--- src/hdl/blpc_pkg.sv ---
`timescale 1ns / 1ps
// ----------------------------------------------------------------------------
// blpc_pkg: shared types and constants
// Beat structs, press tracker states, event and mode command codes, register
// indexes and register reset values for the button long-press classifier.
// ----------------------------------------------------------------------------
package blpc_pkg;

	localparam int unsigned CFG_WIDTH = 16;
	localparam int unsigned CFG_INDEX_WIDTH = 1;

	localparam logic [CFG_INDEX_WIDTH-1:0] CFG_IDX_LONG_PRESS = 1'b0;
	localparam logic [CFG_INDEX_WIDTH-1:0] CFG_IDX_IDLE_TIMEOUT = 1'b1;

	localparam logic [CFG_WIDTH-1:0] LONG_PRESS_RESET = 16'd3000;
	localparam logic [CFG_WIDTH-1:0] IDLE_TIMEOUT_RESET = 16'd5000;

	localparam logic [1:0] MODE_SETTING = 2'd1;

	typedef enum logic [1:0] {
		PH_IDLE    = 2'd0,
		PH_PRESSED = 2'd1,
		PH_WAIT    = 2'd2,
		PH_LONG    = 2'd3
	} phase_t;

	typedef enum logic [2:0] {
		EV_NONE      = 3'd0,
		EV_PRESSED   = 3'd1,
		EV_SHORT_REL = 3'd2,
		EV_LONG      = 3'd3,
		EV_REPRESS   = 3'd4
	} event_t;

	typedef enum logic [1:0] {
		CMD_KEEP    = 2'd0,
		CMD_SETTING = 2'd1,
		CMD_STANDBY = 2'd2
	} mode_cmd_t;

	typedef struct packed {
		logic        button_level;
		logic [31:0] now_ms;
		logic [1:0]  mode_in;
		logic        blink_level;
	} req_beat_t;

	typedef struct packed {
		logic [2:0] event_code;
		logic [1:0] mode_command;
		logic       pair_led;
		logic       indicator_led;
	} rsp_beat_t;

	typedef struct packed {
		logic [CFG_WIDTH-1:0] long_press_ms;
		logic [CFG_WIDTH-1:0] idle_timeout_ms;
	} cfg_t;

endpackage

--- src/hdl/blpc_cfg.sv ---
`timescale 1ns / 1ps
// ----------------------------------------------------------------------------
// blpc_cfg: configuration registers
// Holds the long-press hold time and the idle timeout, written through a
// plain write port.
// ----------------------------------------------------------------------------
module blpc_cfg
	import blpc_pkg::*;
(
	input  logic                       clk,
	input  logic                       arst_n,
	input  logic                       cfg_we,
	input  logic [CFG_INDEX_WIDTH-1:0] cfg_index,
	input  logic [CFG_WIDTH-1:0]       cfg_wdata,
	output cfg_t                       cfg
);

	logic [CFG_WIDTH-1:0] long_press_q;
	logic [CFG_WIDTH-1:0] idle_timeout_q;

	always_ff @(posedge clk or negedge arst_n) begin
		if (!arst_n) begin
			long_press_q   <= LONG_PRESS_RESET;
			idle_timeout_q <= IDLE_TIMEOUT_RESET;
		end else if (cfg_we) begin
			unique case (cfg_index)
				CFG_IDX_LONG_PRESS: begin
					long_press_q <= cfg_wdata;
				end
				CFG_IDX_IDLE_TIMEOUT: begin
					idle_timeout_q <= cfg_wdata;
				end
				default: begin
				end
			endcase
		end
	end

	assign cfg.long_press_ms   = long_press_q;
	assign cfg.idle_timeout_ms = idle_timeout_q;

endmodule

--- src/hdl/blpc_tracker.sv ---
`timescale 1ns / 1ps
// ----------------------------------------------------------------------------
// blpc_tracker: press tracker
// Four-state press tracker with event time and pair-LED level; classifies
// one poll per step and updates its state on that step.
// ----------------------------------------------------------------------------
module blpc_tracker
	import blpc_pkg::*;
(
	input  logic      clk,
	input  logic      arst_n,
	input  cfg_t      cfg,
	input  logic      step,
	input  req_beat_t beat,
	output rsp_beat_t result
);

	phase_t      phase_q;
	phase_t      phase_a;
	phase_t      phase_d;
	logic [31:0] event_time_q;
	logic [31:0] event_time_d;
	logic        pair_led_q;
	logic        pair_led_d;
	logic [31:0] diff;
	logic [31:0] wait_diff;
	logic        released;
	logic        setting;
	logic        et_load;
	logic        led;
	event_t      ev;
	mode_cmd_t   cmd;

	always_ff @(posedge clk or negedge arst_n) begin
		if (!arst_n) begin
			phase_q      <= PH_IDLE;
			event_time_q <= '0;
			pair_led_q   <= 1'b0;
		end else if (step) begin
			phase_q      <= phase_d;
			event_time_q <= event_time_d;
			pair_led_q   <= pair_led_d;
		end
	end

	always_comb begin
		released   = beat.button_level;
		setting    = (beat.mode_in == MODE_SETTING);
		diff       = beat.now_ms - event_time_q;
		phase_a    = phase_q;
		ev         = EV_NONE;
		cmd        = CMD_KEEP;
		et_load    = 1'b0;
		pair_led_d = pair_led_q;

		if (released) begin
			if (!setting && phase_q == PH_LONG) begin
				setting = 1'b1;
				cmd     = CMD_SETTING;
				phase_a = PH_PRESSED;
			end else if (!setting && phase_q == PH_PRESSED) begin
				phase_a = PH_WAIT;
				et_load = 1'b1;
				ev      = EV_SHORT_REL;
			end
		end else begin
			unique case (phase_q)
				PH_IDLE: begin
					phase_a = PH_PRESSED;
					et_load = 1'b1;
					ev      = EV_PRESSED;
				end
				PH_WAIT: begin
					et_load = 1'b1;
					ev      = EV_REPRESS;
				end
				default: begin
					if (diff >= {16'd0, cfg.long_press_ms}) begin
						phase_a = PH_LONG;
						et_load = 1'b1;
						ev      = EV_LONG;
					end else begin
						ev = EV_PRESSED;
					end
				end
			endcase
		end

		// event time reloaded to now leaves a zero difference
		wait_diff = et_load ? 32'd0 : diff;
		phase_d   = phase_a;
		if (phase_a == PH_WAIT) begin
			if (wait_diff >= {16'd0, cfg.idle_timeout_ms}) begin
				cmd        = CMD_STANDBY;
				setting    = 1'b0;
				phase_d    = PH_IDLE;
				pair_led_d = 1'b0;
			end else begin
				pair_led_d = 1'b1;
			end
		end

		event_time_d = et_load ? beat.now_ms : event_time_q;

		if (phase_d == PH_WAIT || !released || ev == EV_PRESSED || ev == EV_SHORT_REL) begin
			led = 1'b1;
		end else if (ev == EV_LONG || setting) begin
			led = beat.blink_level;
		end else begin
			led = 1'b0;
		end

		result.event_code    = ev;
		result.mode_command  = cmd;
		result.pair_led      = pair_led_d;
		result.indicator_led = led;
	end

endmodule

--- src/hdl/button_long_press_classifier.sv ---
`timescale 1ns / 1ps
// ----------------------------------------------------------------------------
// button_long_press_classifier: top level
// Registers each poll, classifies it against the press tracker state and
// holds one result beat in an output register.
// ----------------------------------------------------------------------------
// path: request beat in the input register, then its result in the output register
// throughput: one poll per cycle while the output is not stalled; the tracker state
//   updates in the same cycle the poll leaves the input register, so the next poll sees it
// reset: tracker idle, event time zero, pair led off, long press 3000 ms,
//   idle timeout 5000 ms, both pipeline registers empty
module button_long_press_classifier
	import blpc_pkg::*;
(
	input  logic                       clk,
	input  logic                       arst_n,
	input  logic                       req_valid,
	output logic                       req_ready,
	input  req_beat_t                  req_data,
	output logic                       rsp_valid,
	input  logic                       rsp_ready,
	output rsp_beat_t                  rsp_data,
	input  logic                       cfg_we,
	input  logic [CFG_INDEX_WIDTH-1:0] cfg_index,
	input  logic [CFG_WIDTH-1:0]       cfg_wdata
);

	cfg_t      cfg;
	req_beat_t req_s1;
	logic      valid_s1;
	rsp_beat_t rsp_q;
	logic      rsp_valid_q;
	rsp_beat_t result;
	logic      out_free;
	logic      advance;

	assign out_free  = !rsp_valid_q || rsp_ready;
	assign advance   = valid_s1 && out_free;
	assign req_ready = !valid_s1 || out_free;

	blpc_cfg u_cfg (
		.clk       (clk),
		.arst_n    (arst_n),
		.cfg_we    (cfg_we),
		.cfg_index (cfg_index),
		.cfg_wdata (cfg_wdata),
		.cfg       (cfg)
	);

	blpc_tracker u_tracker (
		.clk    (clk),
		.arst_n (arst_n),
		.cfg    (cfg),
		.step   (advance),
		.beat   (req_s1),
		.result (result)
	);

	always_ff @(posedge clk or negedge arst_n) begin
		if (!arst_n) begin
			valid_s1 <= 1'b0;
		end else if (req_ready) begin
			valid_s1 <= req_valid;
		end
	end

	always_ff @(posedge clk) begin
		if (req_ready && req_valid) begin
			req_s1 <= req_data;
		end
	end

	always_ff @(posedge clk or negedge arst_n) begin
		if (!arst_n) begin
			rsp_valid_q <= 1'b0;
		end else if (out_free) begin
			rsp_valid_q <= valid_s1;
		end
	end

	always_ff @(posedge clk) begin
		if (advance) begin
			rsp_q <= result;
		end
	end

	assign rsp_valid = rsp_valid_q;
	assign rsp_data  = rsp_q;

	a_ready_low_full: assert property (@(posedge clk) disable iff (!arst_n)
		!req_ready |-> (valid_s1 && rsp_valid_q))
		else $error("input stage stalled while not full");

	a_standby_clears_led: assert property (@(posedge clk) disable iff (!arst_n)
		(rsp_valid && rsp_data.mode_command == CMD_STANDBY) |-> !rsp_data.pair_led)
		else $error("standby command with pair led on");

	a_setting_no_event: assert property (@(posedge clk) disable iff (!arst_n)
		(rsp_valid && rsp_data.mode_command == CMD_SETTING) |->
		(rsp_data.event_code == EV_NONE))
		else $error("setting command together with an event");

endmodule
--- config.mk ---
export PLATFORM = sky130hd
export DESIGN_NAME = button_long_press_classifier
export DESIGN_NICKNAME = d
export VERILOG_FILES = /design/src/hdl/blpc_pkg.sv /design/src/hdl/blpc_cfg.sv /design/src/hdl/blpc_tracker.sv /design/src/hdl/button_long_press_classifier.sv
export SDC_FILE = /design/constraint.sdc
export NUM_CORES = 1
export LEC_CHECK = 0
export ABC_AREA = 1
export BUFFER_PORTS_ARGS = -buffer_cell sky130_fd_sc_hd__clkbuf_2
export CAP_MARGIN = 0
export CORE_ASPECT_RATIO = 2
export CORE_MARGIN = 8
export CORE_UTILIZATION = 55
export DETAILED_ROUTE_END_ITERATION = 16
export PLACE_DENSITY = 0.77
export SLEW_MARGIN = 0
export SYNTH_ARGS = -nofsm -noshare
export SYNTH_HDL_FRONTEND = slang
export SYNTH_HIERARCHICAL = 1
export SYNTH_SLANG_ARGS = --single-unit
--- constraint.sdc ---
create_clock -name clk -period 4.4 [get_ports clk]
set_clock_uncertainty 0.1 [all_clocks]
set_input_delay 1.1 -clock clk [delete_from_list [all_inputs] [get_ports clk]]
set_output_delay 1.1 -clock clk [all_outputs]
set_load 0.02 [all_outputs]
==> impl.org, run 1 <==
** Layout
- Post-route cell area :: approximately 9600 um2
- Multi-input gate area in the final layout :: between 4000 and 5000 um2
- Cells fill 69.21% of the core in the end.
- Cells with a size suffix above 1 make up 26.23% of the layout.
- From synthesis to final layout, the design area changed by 24.47%.
- Registers take 3033 um2.
- Fillers :: 1,096
- # diodes :: 0
- The final layout contains 1,314 nets.

** Floorplanning
- The die covers 18,230 um2.
- After floorplanning, the core was sized to cover 13,810 um2.
- Row count :: 61
- Measured along the y axis, the die boundary spans 183.1 um.
- In this run the horizontal extent of the chip is ~100 um.
- Boundary Pins :: 67
- For this configuration, the core starts out at a cell density of 55.60%.

** Pwr
- IR analysis of the VDD net gives a maximum drop of 0.3909 mV.
- Dividing total power by cell area gives a power density of 549.2 nW/um2.
- In this run switching power makes up 42.59% of total power.
- Part of the total power dissipated in the clock network :: 15.8%
- Summed over all nets, the switching power comes to 2.236 mW.
- Sequential Power Share :: between 20% and 30%
- Static leakage power :: around 5.2 nW
- Share of total power in combinational logic :: just under 60%
- Internal Pwr Total :: 3.014 mW

** Routing
- The pre-antenna-repair detailed-routing pass consisted of 6 iterations.
- For this block, the initial DRC count from the detailed router was 314.
- Total routed wirelength :: 19,930 um
- After detailed routing, the number of vias per cell comes to 4.991.
- After detailed routing, the average wire length per cell comes to 14.38 um.
- The routed layout has 6,917 vias.
- In this run the remaining antenna-violating nets after routing total 0.
- After detailed routing, the number of remaining DRC violations is 0.

** Placed design
- Number of buffer cells added on primary ports :: 66
- Detailed placement finished with a half-perimeter wire length of 14,850 um.
- Weighted congestion at the end of routability-driven global placement :: 0.9514
- After detailed placement, the total cell area comes to 8665 um2.

** Min path
- In this run the worst hold path is classified as reg -> reg.

** Clocking
- Clock-pin slew was measured on the worst setup and hold paths at 0.07 ns.
- TritonCTS created 9 clock buffers.
- The clock passes through at most 2 buffers.
- The number of hold buffers added after CTS was 0.
- Clock tree synthesis found a total of 112 sinks.
- The root buffer cell chosen for the clock tree is clkbuf_16.
- TritonCTS built the clock tree.
- Maximum level of the CTS H-tree :: 3
- Clock network latency to the later pin of the worst-skew pair :: 0.36 ns

** Job
- Total of max-cap violations :: 0

** GRT
- Maximum number of pins on one net before global-route repair :: 70
- The number of antenna violations at the first check in global routing is 0.
- Total gr overflow :: 0
- Number of global-route vias before repair :: 7,152
- Global routing used 22.38% of the available tracks across all layers.
- Wire length of the first global-routing pass :: 32,090 um

** Run status
- Violated checks :: negative setup slack
- The run finished, with violations left.

** Synthesis
- Proportion of register bits with asynchronous set or reset after synthesis :: 61.61%
- In the post-synthesis netlist, the biggest area contributors are dfrtp_1, edfxtp_1, nand2_1, ha_1, inv_1.
- Most numerous cell in the Yosys netlist :: nand2_1
- Total standard cell area after synthesis :: 7681 um2
- List of most frequent post-synthesis cells :: nand2_1, inv_1, nor2_1
- Cell type contributing the most total cell area after synthesis :: dfrtp_1
- A synthesized cell averages 7.393 um2.
- Number of flip-flops and latches in the synthesized netlist :: 112
- Number of enable-type register cells in the synthesized netlist :: 43
- Synthesis produced slightly above 1,000 cells.
- Syn. warnings :: 6
- The share of synthesized area in the top cell type comes to a little under a fifth.
- Counting every net in the synthesized netlist gives 1,161.
- Sequential elements use approximately two fifths of the synthesized area.
- Number of distinct library cells after synthesis :: 38
- The most used flip-flop cell after synthesis is dfrtp_1.

** Critical path
- Crit-path most repeated cell :: nand2_1
- STA classifies the critical path endpoint as a register.
- Slowest Stage Delay on Critical Path :: 0.43 ns
- Critical-path maximum fanout :: 9
- CP arrival :: 4.68 ns
- Required time at the worst-slack endpoint :: 4.42 ns
- STA classifies the critical path startpoint as a register.
- Category of the most critical setup path :: reg -> reg
- The slowest stage of the critical path belongs to the cell fa_2.

** Timing
- Setup slack on the critical path of the routed design comes to -0.2611 ns.
- Number of max-slew violations in the final report :: 0
- Worst slew margin relative to its limit :: 39.70%
- Setup repair after global routing could not meet its margin everywhere.
- Endpoints failing setup :: 5
- Min Tclk post-route :: 4.661 ns
- Ratio of final minimum period to clock period :: 105.9%
- Slew @ Worst Pin :: 0.9045 ns
- Smallest hold slack :: 0.3637 ns
- The final hold violation count was 0.
- Timing would allow up to 0.2145 GHz.
[registers in the layout, summed over array words and instances (netlist names)]
register and cells:
req_s1 36, u_tracker/event_time_q 32, u_cfg/idle_timeout_q 16, u_cfg/long_press_q 16, rsp_data 7, u_tracker/phase_q 2
rsp_valid 1, u_tracker/pair_led_q 1, valid_s1 1
[layout make-up]
type / instances / area share (%)
clock inverters: 7 / 0.7198
flip-flops and latches: 112 / 31.72
repair buffers: 160 / 11.12
inverters: 211 / 8.363
well taps: 189 / 2.474
clock buffers: 9 / 2.356
multi-input cells: 698 / 43.24
[per-stage QoR]
step                setup slack (ns)  cells  power [mW]  setup TNS (ns)
floorplan                    0.01543   1039       3.013               0
global placement             -0.6736   1352       3.816          -3.272
detailed placement           -0.7484   1352       3.873          -3.558
CTS                          -0.2200   1380       4.962         -0.9250
global route                 -0.4598   1386       5.662          -2.150
finish                       -0.2611   1386       5.251          -1.115
[critical path, delay by kind of cell, from the launching register on]
kind                     cells  cell delay, ns
AND/OR/NAND/NOR             16            1.33
adder cells (fa/ha/maj)      4            1.16
buffers and inverters        9            0.94
flip-flops                   1            0.38
AO/OA/AOI/OAI                4            0.32
XOR/XNOR                     1            0.19
[power by group through the flow]
stage	Combinational, mW	Sequential [mW]	Clock (mW)
after floorplan	1.64	1.37	0
after global placement	2.44	1.37	0
after detailed placement	2.50	1.38	0
after CTS	2.76	1.36	0.844
after global routing	3.40	1.38	0.876
final	3.06	1.36	0.828
[final timing paths]
path / endpoint / startpoint / cells after the start / slack, ns
worst max-delay path: rsp_data[0]$_DFFE_PP_ / req_s1[3]$_DFFE_PP_ / 34 / -0.26
worst min-delay path: u_cfg/long_press_q[8]$_DFFE_PN1P_ / u_cfg/long_press_q[8]$_DFFE_PN1P_ / 2 / 0.36
worst max register to register: rsp_data[0]$_DFFE_PP_ / req_s1[3]$_DFFE_PP_ / 34 / -0.26
worst min register to register: u_cfg/long_press_q[8]$_DFFE_PN1P_ / u_cfg/long_press_q[8]$_DFFE_PN1P_ / 2 / 0.36
max in group asynchronous: u_tracker/phase_q[1]$_DFFE_PN0P_ / arst_n / 2 / 2.76
min in group asynchronous: u_tracker/event_time_q[7]$_DFFE_PN0P_ / arst_n / 2 / 0.85
[routing by layer]
| layer | routed length [um] | global-route usage [%] | up-vias |
|---|---|---|---|
| li1 | - | - | 3502 |
| met1 | 6920 | 20.53 | 3165 |
| met2 | 11260 | 43.68 | 177 |
| met3 | 563 | 2.659 | 73 |
| met4 | 1194 | 15.56 | 0 |
| met5 | 0 | 0 | - |
[cells in the final DEF (no fill, tap or decap), types with 2 or more instances in the layout]
cell / count
a211oi_2: 2
a21oi_1: 29
a21oi_2: 33
buf_4: 89
buf_6: 4
clkbuf_16: 9
clkbuf_2: 65
clkinv_2: 2
dfrtp_1: 57
dfstp_2: 12
edfxtp_1: 43
ha_1: 49
ha_4: 13
inv_1: 202
inv_2: 7
inv_6: 3
nand2_1: 318
nand2_2: 26
nand2_8: 2
nand3_1: 56
nand3_2: 10
nand3b_1: 2
nand4_1: 4
nor2_1: 90
nor2_2: 7
nor2_4: 7
nor3_1: 9
nor3_2: 2
o21ai_0: 3
o21ai_1: 4
o21ai_2: 2
xor2_1: 10
xor2_2: 5
[repair_timing]
| action | CTS | global route |
|---|---|---|
| endpoints found under the setup margin | 5 | 5 |
| gates resized for setup | 55 | 47 |
| buffers inserted | 12 | 6 |
| pin swaps | 35 | 34 |
[cells by family after synthesis]
kind of cell               share of synthesized area, %
AOI/OAI and AO/OA                                 6.679
xor gates and xnor gates                          1.824
adders and majority gates                         10.52
buffers and inverters                             12.54
DFF                                               39.49
and+or+nand+nor                                   28.95
(Power assumes the default switching activity.)
==> run 2, diff against run 1 <==
Settings changed: BUFFER_PORTS_ARGS -buffer_cell sky130_fd_sc_hd__clkbuf_2 to unset, CORE_UTILIZATION 55 to 59, DONT_BUFFER_PORTS set to 1, PLACE_DENSITY 0.77 to 0.78.
==> impl.org, run 2 (same netlist as run 1, synthesis figures left out) <==
** Clocking
- Clock transition at path regs :: 0.08 ns (was 0.07 ns)
- The number of buffers between clock root and the deepest sink was 2 (unchanged).
- The buffer type at the clock tree root was clkbuf_16 (unchanged).
- Maximum level of the CTS H-tree :: 3 (unchanged)
- The clock insertion delay at the later pin of the skew report was 0.36 ns (about the same).
- Number of clock sinks seen by CTS :: 112 (unchanged)
- CTS tree :: yes (unchanged)
- Hold Buf Count CTS :: 0 (unchanged)
- The number of clock buffers inserted by TritonCTS came to 9 (unchanged).

** Critical path
- Category of cells accounting for the largest share of critical-path delay :: simple AND/OR/NAND/NOR gates (unchanged)
- Slowest Stage Delay on Critical Path :: 0.39 ns (was 0.43 ns)
- The startpoint type of the worst setup path was a register (unchanged).
- Category of the most critical setup path :: reg -> reg (unchanged)
- CP arrival :: 4.83 ns (was 4.68 ns)
- The worst-path cell with the longest stage delay is fa_2 (unchanged).
- Worst setup EP type :: register (unchanged)
- Critical-path maximum fanout :: 4 (was 9)
- Required time at the worst-slack endpoint :: 4.41 ns (was 4.42 ns)
- First element of the critical path :: req_s1[3]$_DFFE_PP_ (unchanged)
- Crit-path most repeated cell :: nand2_1 (unchanged)
- CP Buf/Inv Count :: 7 (was 9)
- The worst flop-to-flop path startpoint was req_s1[3]$_DFFE_PP_ (unchanged).

** Placed design
- Detailed Place HPWL :: 14,280 um (was 14,850 um)
- The total of buffers placed on input and output ports is 0 (was 66).
- The placed cell area was 8290 um2 (was 8665 um2).
- The global placement routability congestion was 0.8929 (was 0.9514).

** Routing
- DRT Pass-1 Iters :: 7 (was 6)
- The count of vias placed by the detailed router is 6,629 (was 6,917).
- The total wire length was 19,110 um (was 19,930 um).
- The number of nets with antenna violations after detailed routing was 0 (unchanged).
- The DRC violation count after routing came to 0 (unchanged).
- The average detailed-routed wire length per instance was 14.86 um (was 14.38 um).
- The number of violations reported at the end of detailed-routing iteration 0 came to 337 (was 314).
- The detailed-route vias per instance is 5.155 (was 4.991).

** Timing
- The minimum clock period after layout came to 4.821 ns (was 4.661 ns).
- Smallest hold slack :: 0.3328 ns (was 0.3637 ns)
- Endpoints failing setup :: 5 (unchanged)
- RSZ-0062 raised after global routing: yes (unchanged).
- Upper clock frequency limit :: 0.2074 GHz (was 0.2145 GHz)
- Worst Slack Setup Final :: -0.4209 ns (was -0.2611 ns)
- Number of max-slew violations in the final report :: 0 (unchanged)
- Ratio of final minimum period to clock period :: 109.6% (was 105.9%)
- Hold Violations, Final :: 0 (unchanged)
- Slew @ Worst Pin :: 0.6991 ns (was 0.9045 ns)
- Worst slew margin relative to its limit :: 53.34% (was 39.70%)

** GRT
- The leftover overflow at the end of global routing was 0 (unchanged).
- Maximum number of pins on one net before global-route repair :: 70 (unchanged)
- The first-pass GRT wire length was 30,970 um (was 32,090 um).
- The via count of the first global-routing pass came to 6,749 (was 7,152).
- The overall routing resource usage was 22.06% (was 22.38%).
- Number of antenna violations at the first check in global routing :: 1 (was 0)

** Floorplanning
- Floorplan Core Area :: 12,840 um2 (was 13,810 um2)
- The die extent in x came to 96.68 um (was 99.57 um).
- Boundary Pins :: 67 (unchanged)
- Area enclosed by the die boundary :: 17,150 um2 (was 18,230 um2)
- Die boundary height :: 177.4 um (was 183.1 um)
- The placement row count is 59 (was 61).
- Initial cell density of the core :: 59.80% (was 55.60%)

** Layout
- Registers with the most flip-flops: req_s1 x36, u_tracker/event_time_q x32 (unchanged).
- Area added between synthesis and finish :: 18.57% (was 24.47%)
- Number of flip-flops in the largest register :: 36 (unchanged)
- Commonest non-fill, non-tap cells in the layout: nand2_1, inv_1, nor2_1 (unchanged).
- The fraction of final layout cells sized beyond drive strength 1 came to 20.12% (was 26.23%).
- The number of nets in the layout came to 1,250 (was 1,314).
- The final instance area came to 9107 um2 (was 9560 um2).
- The leading cell type in the layout, fill and taps excluded was nand2_1 (unchanged).
- Most flops, register :: req_s1 (unchanged)

** Pwr
- The switching power of the nets came to 2.108 mW (was 2.236 mW).
- The peak ir drop on the vdd network came to 0.3602 mV (was 0.3909 mV).
- Fraction of power spent switching nets :: 41.29% (was 42.59%)
- The internal power summed over all cells came to 2.998 mW (was 3.014 mW).
- Sequential Power Share :: 27.1% (was 25.9%)
- Power per cell area :: 560.6 nW/um2 (was 549.2 nW/um2)
- Share of total power in combinational logic :: 56.1% (was 58.3%)
- Part of the total power dissipated in the clock network :: 16.7% (was 15.8%)
- Static leakage power :: 4.979 nW (was 5.246 nW)

** Run status
- Violated checks :: negative setup slack (unchanged)
- Run status :: complete, but fails checks (unchanged)

** Min path
- The class of the tightest hold or removal check was in -> async (was reg -> reg).

** Job
- The reported max-cap violation count was 0 (unchanged).
## run 2: changes by cell type in the layout (fill, tap and decap cells not counted), moves of 3 or more
cell and change:
nor2_4 -6, clkbuf_2 -65, buf_4 +5, nor2_1 +7, nand3_1 +4, nand2_1 +10, inv_2 +3, nand2_2 -13
nand2_4 +3, xor2_1 -3, nand3_2 -4
## run 2: final timing paths
kind / to / slack [ns] / cells after the start
hold reg to reg: u_cfg/idle_timeout_q[12]$_DFFE_PN1P_ / 0.36 / 2
min in group clk: u_cfg/idle_timeout_q[12]$_DFFE_PN1P_ / 0.36 / 2
max in group asynchronous: u_cfg/long_press_q[11]$_DFFE_PN1P_ / 3.68 / 0
hold / removal: u_cfg/idle_timeout_q[10]$_DFFE_PN0P_ / 0.33 / 0
setup / recovery: rsp_data[0]$_DFFE_PP_ / -0.42 / 38
setup reg to reg: rsp_data[0]$_DFFE_PP_ / -0.42 / 38
## run 2: timing repair
item                                    4_1_cts  5_1_grt
resized for setup                            26       47
gates cloned                                  0        0
buffers inserted                              7       11
endpoints found under the setup margin        5        5
pin swaps                                     6       32
## run 2: layout make-up
class,count,area [um2]
multi-input cells,698,4045
diodes,1,2.502
repair buffers,96,728.2
flip-flops and latches,112,3033
clock buffers,9,225.2
well taps,152,190.2
fillers,1049,3737
clock inverters,7,86.33
inverters,211,797.0
## run 2: metal layers
layer / global-route usage [%] / vias to the layer above / share of wire, % / wire length [um]
met4: 11.49 / 0 / 5.5 / 1053
met2: 40.27 / 168 / 51 / 9825
met1: 23.45 / 3018 / 39 / 7464
li1: - / 3384 / - / -
met5: 0 / - / 0 / 0
met3: 4.133 / 59 / 4.0 / 761
## run 2: per-stage QoR
| step | power [mW] | setup WS [ns] | utilization [%] | setup TNS [ns] | instances |
|---|---|---|---|---|---|
| floorplan | 3.013 | 0.01543 | - | 0 | 1039 |
| global placement | 3.780 | -0.2403 | 64.54 | -0.9285 | 1251 |
| detailed placement | 3.845 | -0.3621 | 64.54 | -1.583 | 1251 |
| CTS | 4.866 | -0.1587 | 68.44 | -0.5415 | 1274 |
| global route | 5.522 | -0.6334 | 70.90 | -2.706 | 1286 |
| finish | 5.106 | -0.4209 | 70.90 | -1.573 | 1286 |
## run 2: power by group through the flow
stage	Clock [mW]	Sequential, mW	Combinational (mW)
after floorplan	0	1.37	1.64
after global placement	0	1.39	2.39
after detailed placement	0	1.40	2.45
after CTS	0.869	1.38	2.61
after global routing	0.910	1.40	3.21
final	0.853	1.39	2.87
==> run 3, diff against run 2 <==
Settings changed: SETUP_SLACK_MARGIN set to 0.02, SYNTH_HIERARCHICAL 1 to unset.
==> impl.org, run 3 <==
** Run status
- Run status: complete, but fails checks (unchanged).
- Violated checks: negative setup slack (unchanged).

** Floorplanning
- The area enclosed by the die boundary was 16,960 um2 (was 17,150 um2).
- Die boundary height :: 176.4 um (was 177.4 um)
- Die Width :: 96.18 um (was 96.68 um)
- The initial core utilization was 60.42% (was 59.80%).
- Row count :: 58 (was 59)
- Boundary Pins :: 67 (unchanged)
- Floorplan Core Area :: 12,550 um2 (was 12,840 um2)

** Layout
- Registers with the most flip-flops :: req_s1 x36, u_tracker.event_time_q x32 (was req_s1 x36, u_tracker/event_time_q x32)
- Multi-input gate area in the final layout :: 3974 um2 (was 4045 um2)
- Area added between synthesis and finish :: 21.46% (was 18.57%)
- Nets :: 1,259 (was 1,250)
- The filler cell count is 981 (was 1,049).
- The footprint of the flip-flops and latches came to 3033 um2 (unchanged).
- Layout cells sized above 1 :: 20.84% (was 20.12%)
- Commonest non-fill, non-tap cells in the layout :: nand2_1, inv_1, buf_4 (was nand2_1, inv_1, nor2_1)
- Most flops, register :: req_s1 (unchanged)
- Number of flip-flops in the largest register :: 36 (unchanged)
- The total inserted antenna cells was 0 (was 1).
- Most frequent standard cell in the layout excluding fill and tap cells :: nand2_1 (unchanged)
- The final standard cell utilization of the core came to 73.39% (was 70.90%).

** Routing
- The number of optimization iterations in the first detailed-route pass is 6 (was 7).
- Via count :: 6,720 (was 6,629)
- The number of violations reported at the end of detailed-routing iteration 0 was 245 (was 337).
- Number of nets with antenna violations after routing :: 0 (unchanged)
- Total routed wirelength :: 19,940 um (was 19,110 um)
- Remaining design rule violation count :: 0 (unchanged)
- The average detailed-routed wire length per instance was 15.44 um (was 14.86 um).
- Routed via count divided by cell count :: 5.201 (was 5.155)

** Critical path
- The class of the most critical setup path is reg -> reg (unchanged).
- Slowest Stage Delay on Critical Path :: 0.41 ns (was 0.39 ns)
- Critical-path top delay cell :: fa_2 (unchanged)
- Worst setup EP type :: register (unchanged)
- The largest fanout on the critical path is 12 (was 4).
- CP startpoint kind :: register (unchanged)
- CP arrival :: 4.89 ns (was 4.83 ns)
- Required time at the worst-slack endpoint :: 4.43 ns (was 4.41 ns)

** Synthesis
- Net count of the mapped netlist :: 1,148 (was 1,161)
- Synth area leaders: dfrtp_1, edfxtp_1, nand2_1, inv_1, ha_1 (was dfrtp_1, edfxtp_1, nand2_1, ha_1, inv_1).
- The most common cell in the synthesized netlist was nand2_1 (unchanged).
- Sequential fraction of the synthesis area :: 39.98% (was 39.49%)
- Number of enable-type register cells in the synthesized netlist :: 43 (unchanged)
- The number of distinct library cell variants in the gate-level netlist after synthesis came to 36 (was 38).
- Syn avg cell area :: 7.394 um2 (was 7.393 um2)
- Syn. warnings :: 0 (was 6)
- Number of flip-flops and latches in the synthesized netlist :: 112 (unchanged)
- Cell type contributing the most total cell area after synthesis :: dfrtp_1 (unchanged)
- Top_reg_cell synth :: dfrtp_1 (unchanged)
- The number of cells produced by synthesis is 1,026 (was 1,039).
- List of most frequent post-synthesis cells: nand2_1, inv_1, nor2_1 (unchanged).
- Total standard cell area after synthesis :: 7586 um2 (was 7681 um2)
- The proportion of register bits with asynchronous set or reset after synthesis was 61.61% (unchanged).
- The fraction of post-synthesis cell area in the top cell type by area was 18.80% (was 18.57%).

** Timing
- Min Tclk post-route :: 4.863 ns (was 4.821 ns)
- The worst path setup slack after routing came to -0.4631 ns (was -0.4209 ns).
- The top achievable clock speed came to 0.2056 GHz (was 0.2074 GHz).
- Number of max-slew violations in the final report :: 0 (unchanged)
- Ratio of final minimum period to clock period :: 110.5% (was 109.6%)
- Endpoints failing setup :: 5 (unchanged)
- The worst hold slack came to 0.3250 ns (was 0.3328 ns).
- The slew at the pin closest to its max-slew limit came to 0.8875 ns (was 0.6991 ns).
- RSZ-0062 raised after global routing :: yes (unchanged)
- The final hold violation count is 0 (unchanged).
- The tightest slew margin relative to the limit is 40.69% (was 53.34%).
- The final total negative setup slack was -1.856 ns (was -1.573 ns).

** Clocking
- Hold Buf Count CTS :: 0 (unchanged)
- Longest Clk Path Bufs :: 2 (unchanged)
- Clock network latency to the later pin of the worst-skew pair :: 0.36 ns (about the same)
- CTS Buf Count :: 9 (unchanged)
- The H-tree depth reported by CTS was 3 (unchanged).
- The clock slew at the register clock pins of the worst setup and hold paths came to 0.08 ns (about the same).
- The TritonCTS clock tree is yes (unchanged).
- Number of clock sinks seen by CTS :: 112 (unchanged)
- The buffer type at the clock tree root is clkbuf_16 (unchanged).

** Min path
- The class of the tightest hold or removal check is in -> async (unchanged).

** GRT
- The first-pass GRT wire length came to 31,950 um (was 30,970 um).
- The number of antenna violations at the first check in global routing was 0 (was 1).
- Total gr overflow :: 0 (unchanged)
- The largest net degree at the start of global routing is 70 (unchanged).
- Number of global-route vias before repair :: 7,066 (was 6,749)
- The overall routing resource usage came to 24.24% (was 22.06%).

** Placed design
- Number of buffer cells added on primary ports :: 0 (unchanged)
- The detailed-placement wirelength estimate was 15,440 um (was 14,280 um).
- The global placement routability congestion came to 0.9333 (was 0.8929).

** Pwr
- The post-layout total power is 6.254 mW (was 5.106 mW).
- Peak supply drop :: 0.4251 mV (was 0.3602 mV)
- The power density over cell area is 678.8 nW/um2 (was 560.6 nW/um2).
- Static leakage power :: 5.030 nW (was 4.979 nW)

** Job
- Total of max-cap violations :: 0 (unchanged)
-- run 3: cell count changes after synthesis, moves of 4 or more --
| cell | before | now |
|---|---|---|
| clkbuf_1 | 0 | 6 |
| a21oi_1 | 35 | 40 |
| buf_4 | 8 | 0 |
| nand2_1 | 337 | 310 |
| inv_1 | 207 | 218 |
| nand3_1 | 65 | 39 |
| o21ai_0 | 8 | 39 |
| nor2_1 | 103 | 99 |
| buf_6 | 9 | 5 |
-- run 3: kinds of logic after synthesis --
family	share of synthesized area, %
flip-flops	39.98
adder cells (fa/ha/maj)	10.65
AND/OR/NAND/NOR	25.90
buffers and inverters	12.27
XOR/XNOR	1.847
AO/OA/AOI/OAI	9.352
-- run 3: per-layer routing --
metal  vias up  wire, um  global-route usage [%]
met1      3073      6780                   21.77
met2       172     11170                   46.20
met3        85       636                   3.404
li1       3390         -                       -
met4         0      1357                   17.04
met5         -         0                       0
-- run 3: area by class of cell --
class	instances	area share, %
Timing Repair Buffer	113	9.288
Multi-Input combinational cell	679	43.13
Inverter	222	9.071
Sequential cell	112	32.92
Clock inverter	7	1.114
Tap cell	150	2.037
Clock buffer	9	2.444
-- run 3: worst paths after layout --
path / startpoint / to / slack [ns] / depth (start not counted)
hold / removal: arst_n / u_tracker.event_time_q[13]$_DFFE_PN0P_ / 0.33 / 0
max in group asynchronous: arst_n / u_cfg.long_press_q[11]$_DFFE_PN1P_ / 3.67 / 0
setup / recovery: req_s1[3]$_DFFE_PP_ / rsp_data[3]$_SDFFCE_PP0P_ / -0.46 / 32
setup reg to reg: req_s1[3]$_DFFE_PP_ / rsp_data[3]$_SDFFCE_PP0P_ / -0.46 / 32
hold reg to reg: u_cfg.idle_timeout_q[11]$_DFFE_PN0P_ / u_cfg.idle_timeout_q[11]$_DFFE_PN0P_ / 0.39 / 2
min in group clk: u_cfg.idle_timeout_q[11]$_DFFE_PN0P_ / u_cfg.idle_timeout_q[11]$_DFFE_PN0P_ / 0.39 / 2
-- run 3: what timing repair did --
item                                    in CTS  in global routing
resized for setup                           18                 36
endpoints found under the setup margin       5                  5
pin swaps                                   12                 12
buffers inserted                             8                  6
-- run 3: through the flow --
step	worst slack [ns]	instances	area, um2
2_1_floorplan	-0.01388	1026	7689
3_3_place_gp	-0.4788	1263	8529
3_5_place_dp	-0.5463	1263	8529
4_1_cts	-0.4556	1287	9006
5_1_grt	-0.8012	1292	9214
6_report	-0.4631	1292	9214
-- run 3: power breakdown --
group	switching, mW	total [mW]	internal (mW)
sequential	0.123	1.45	1.33
clock	0.429	0.897	0.467
combinational	2.21	3.90	1.70
-- run 3: worst max-delay path, delay by kind of cell, from the launching register on --
family                   cells  cell delay (ns)
AO/OA/AOI/OAI                4             0.72
adder cells (fa/ha/maj)      4             1.07
buffers and inverters        8             0.75
flip-flops                   1             0.39
AND/OR/NAND/NOR             15             1.35
XOR/XNOR                     1             0.24
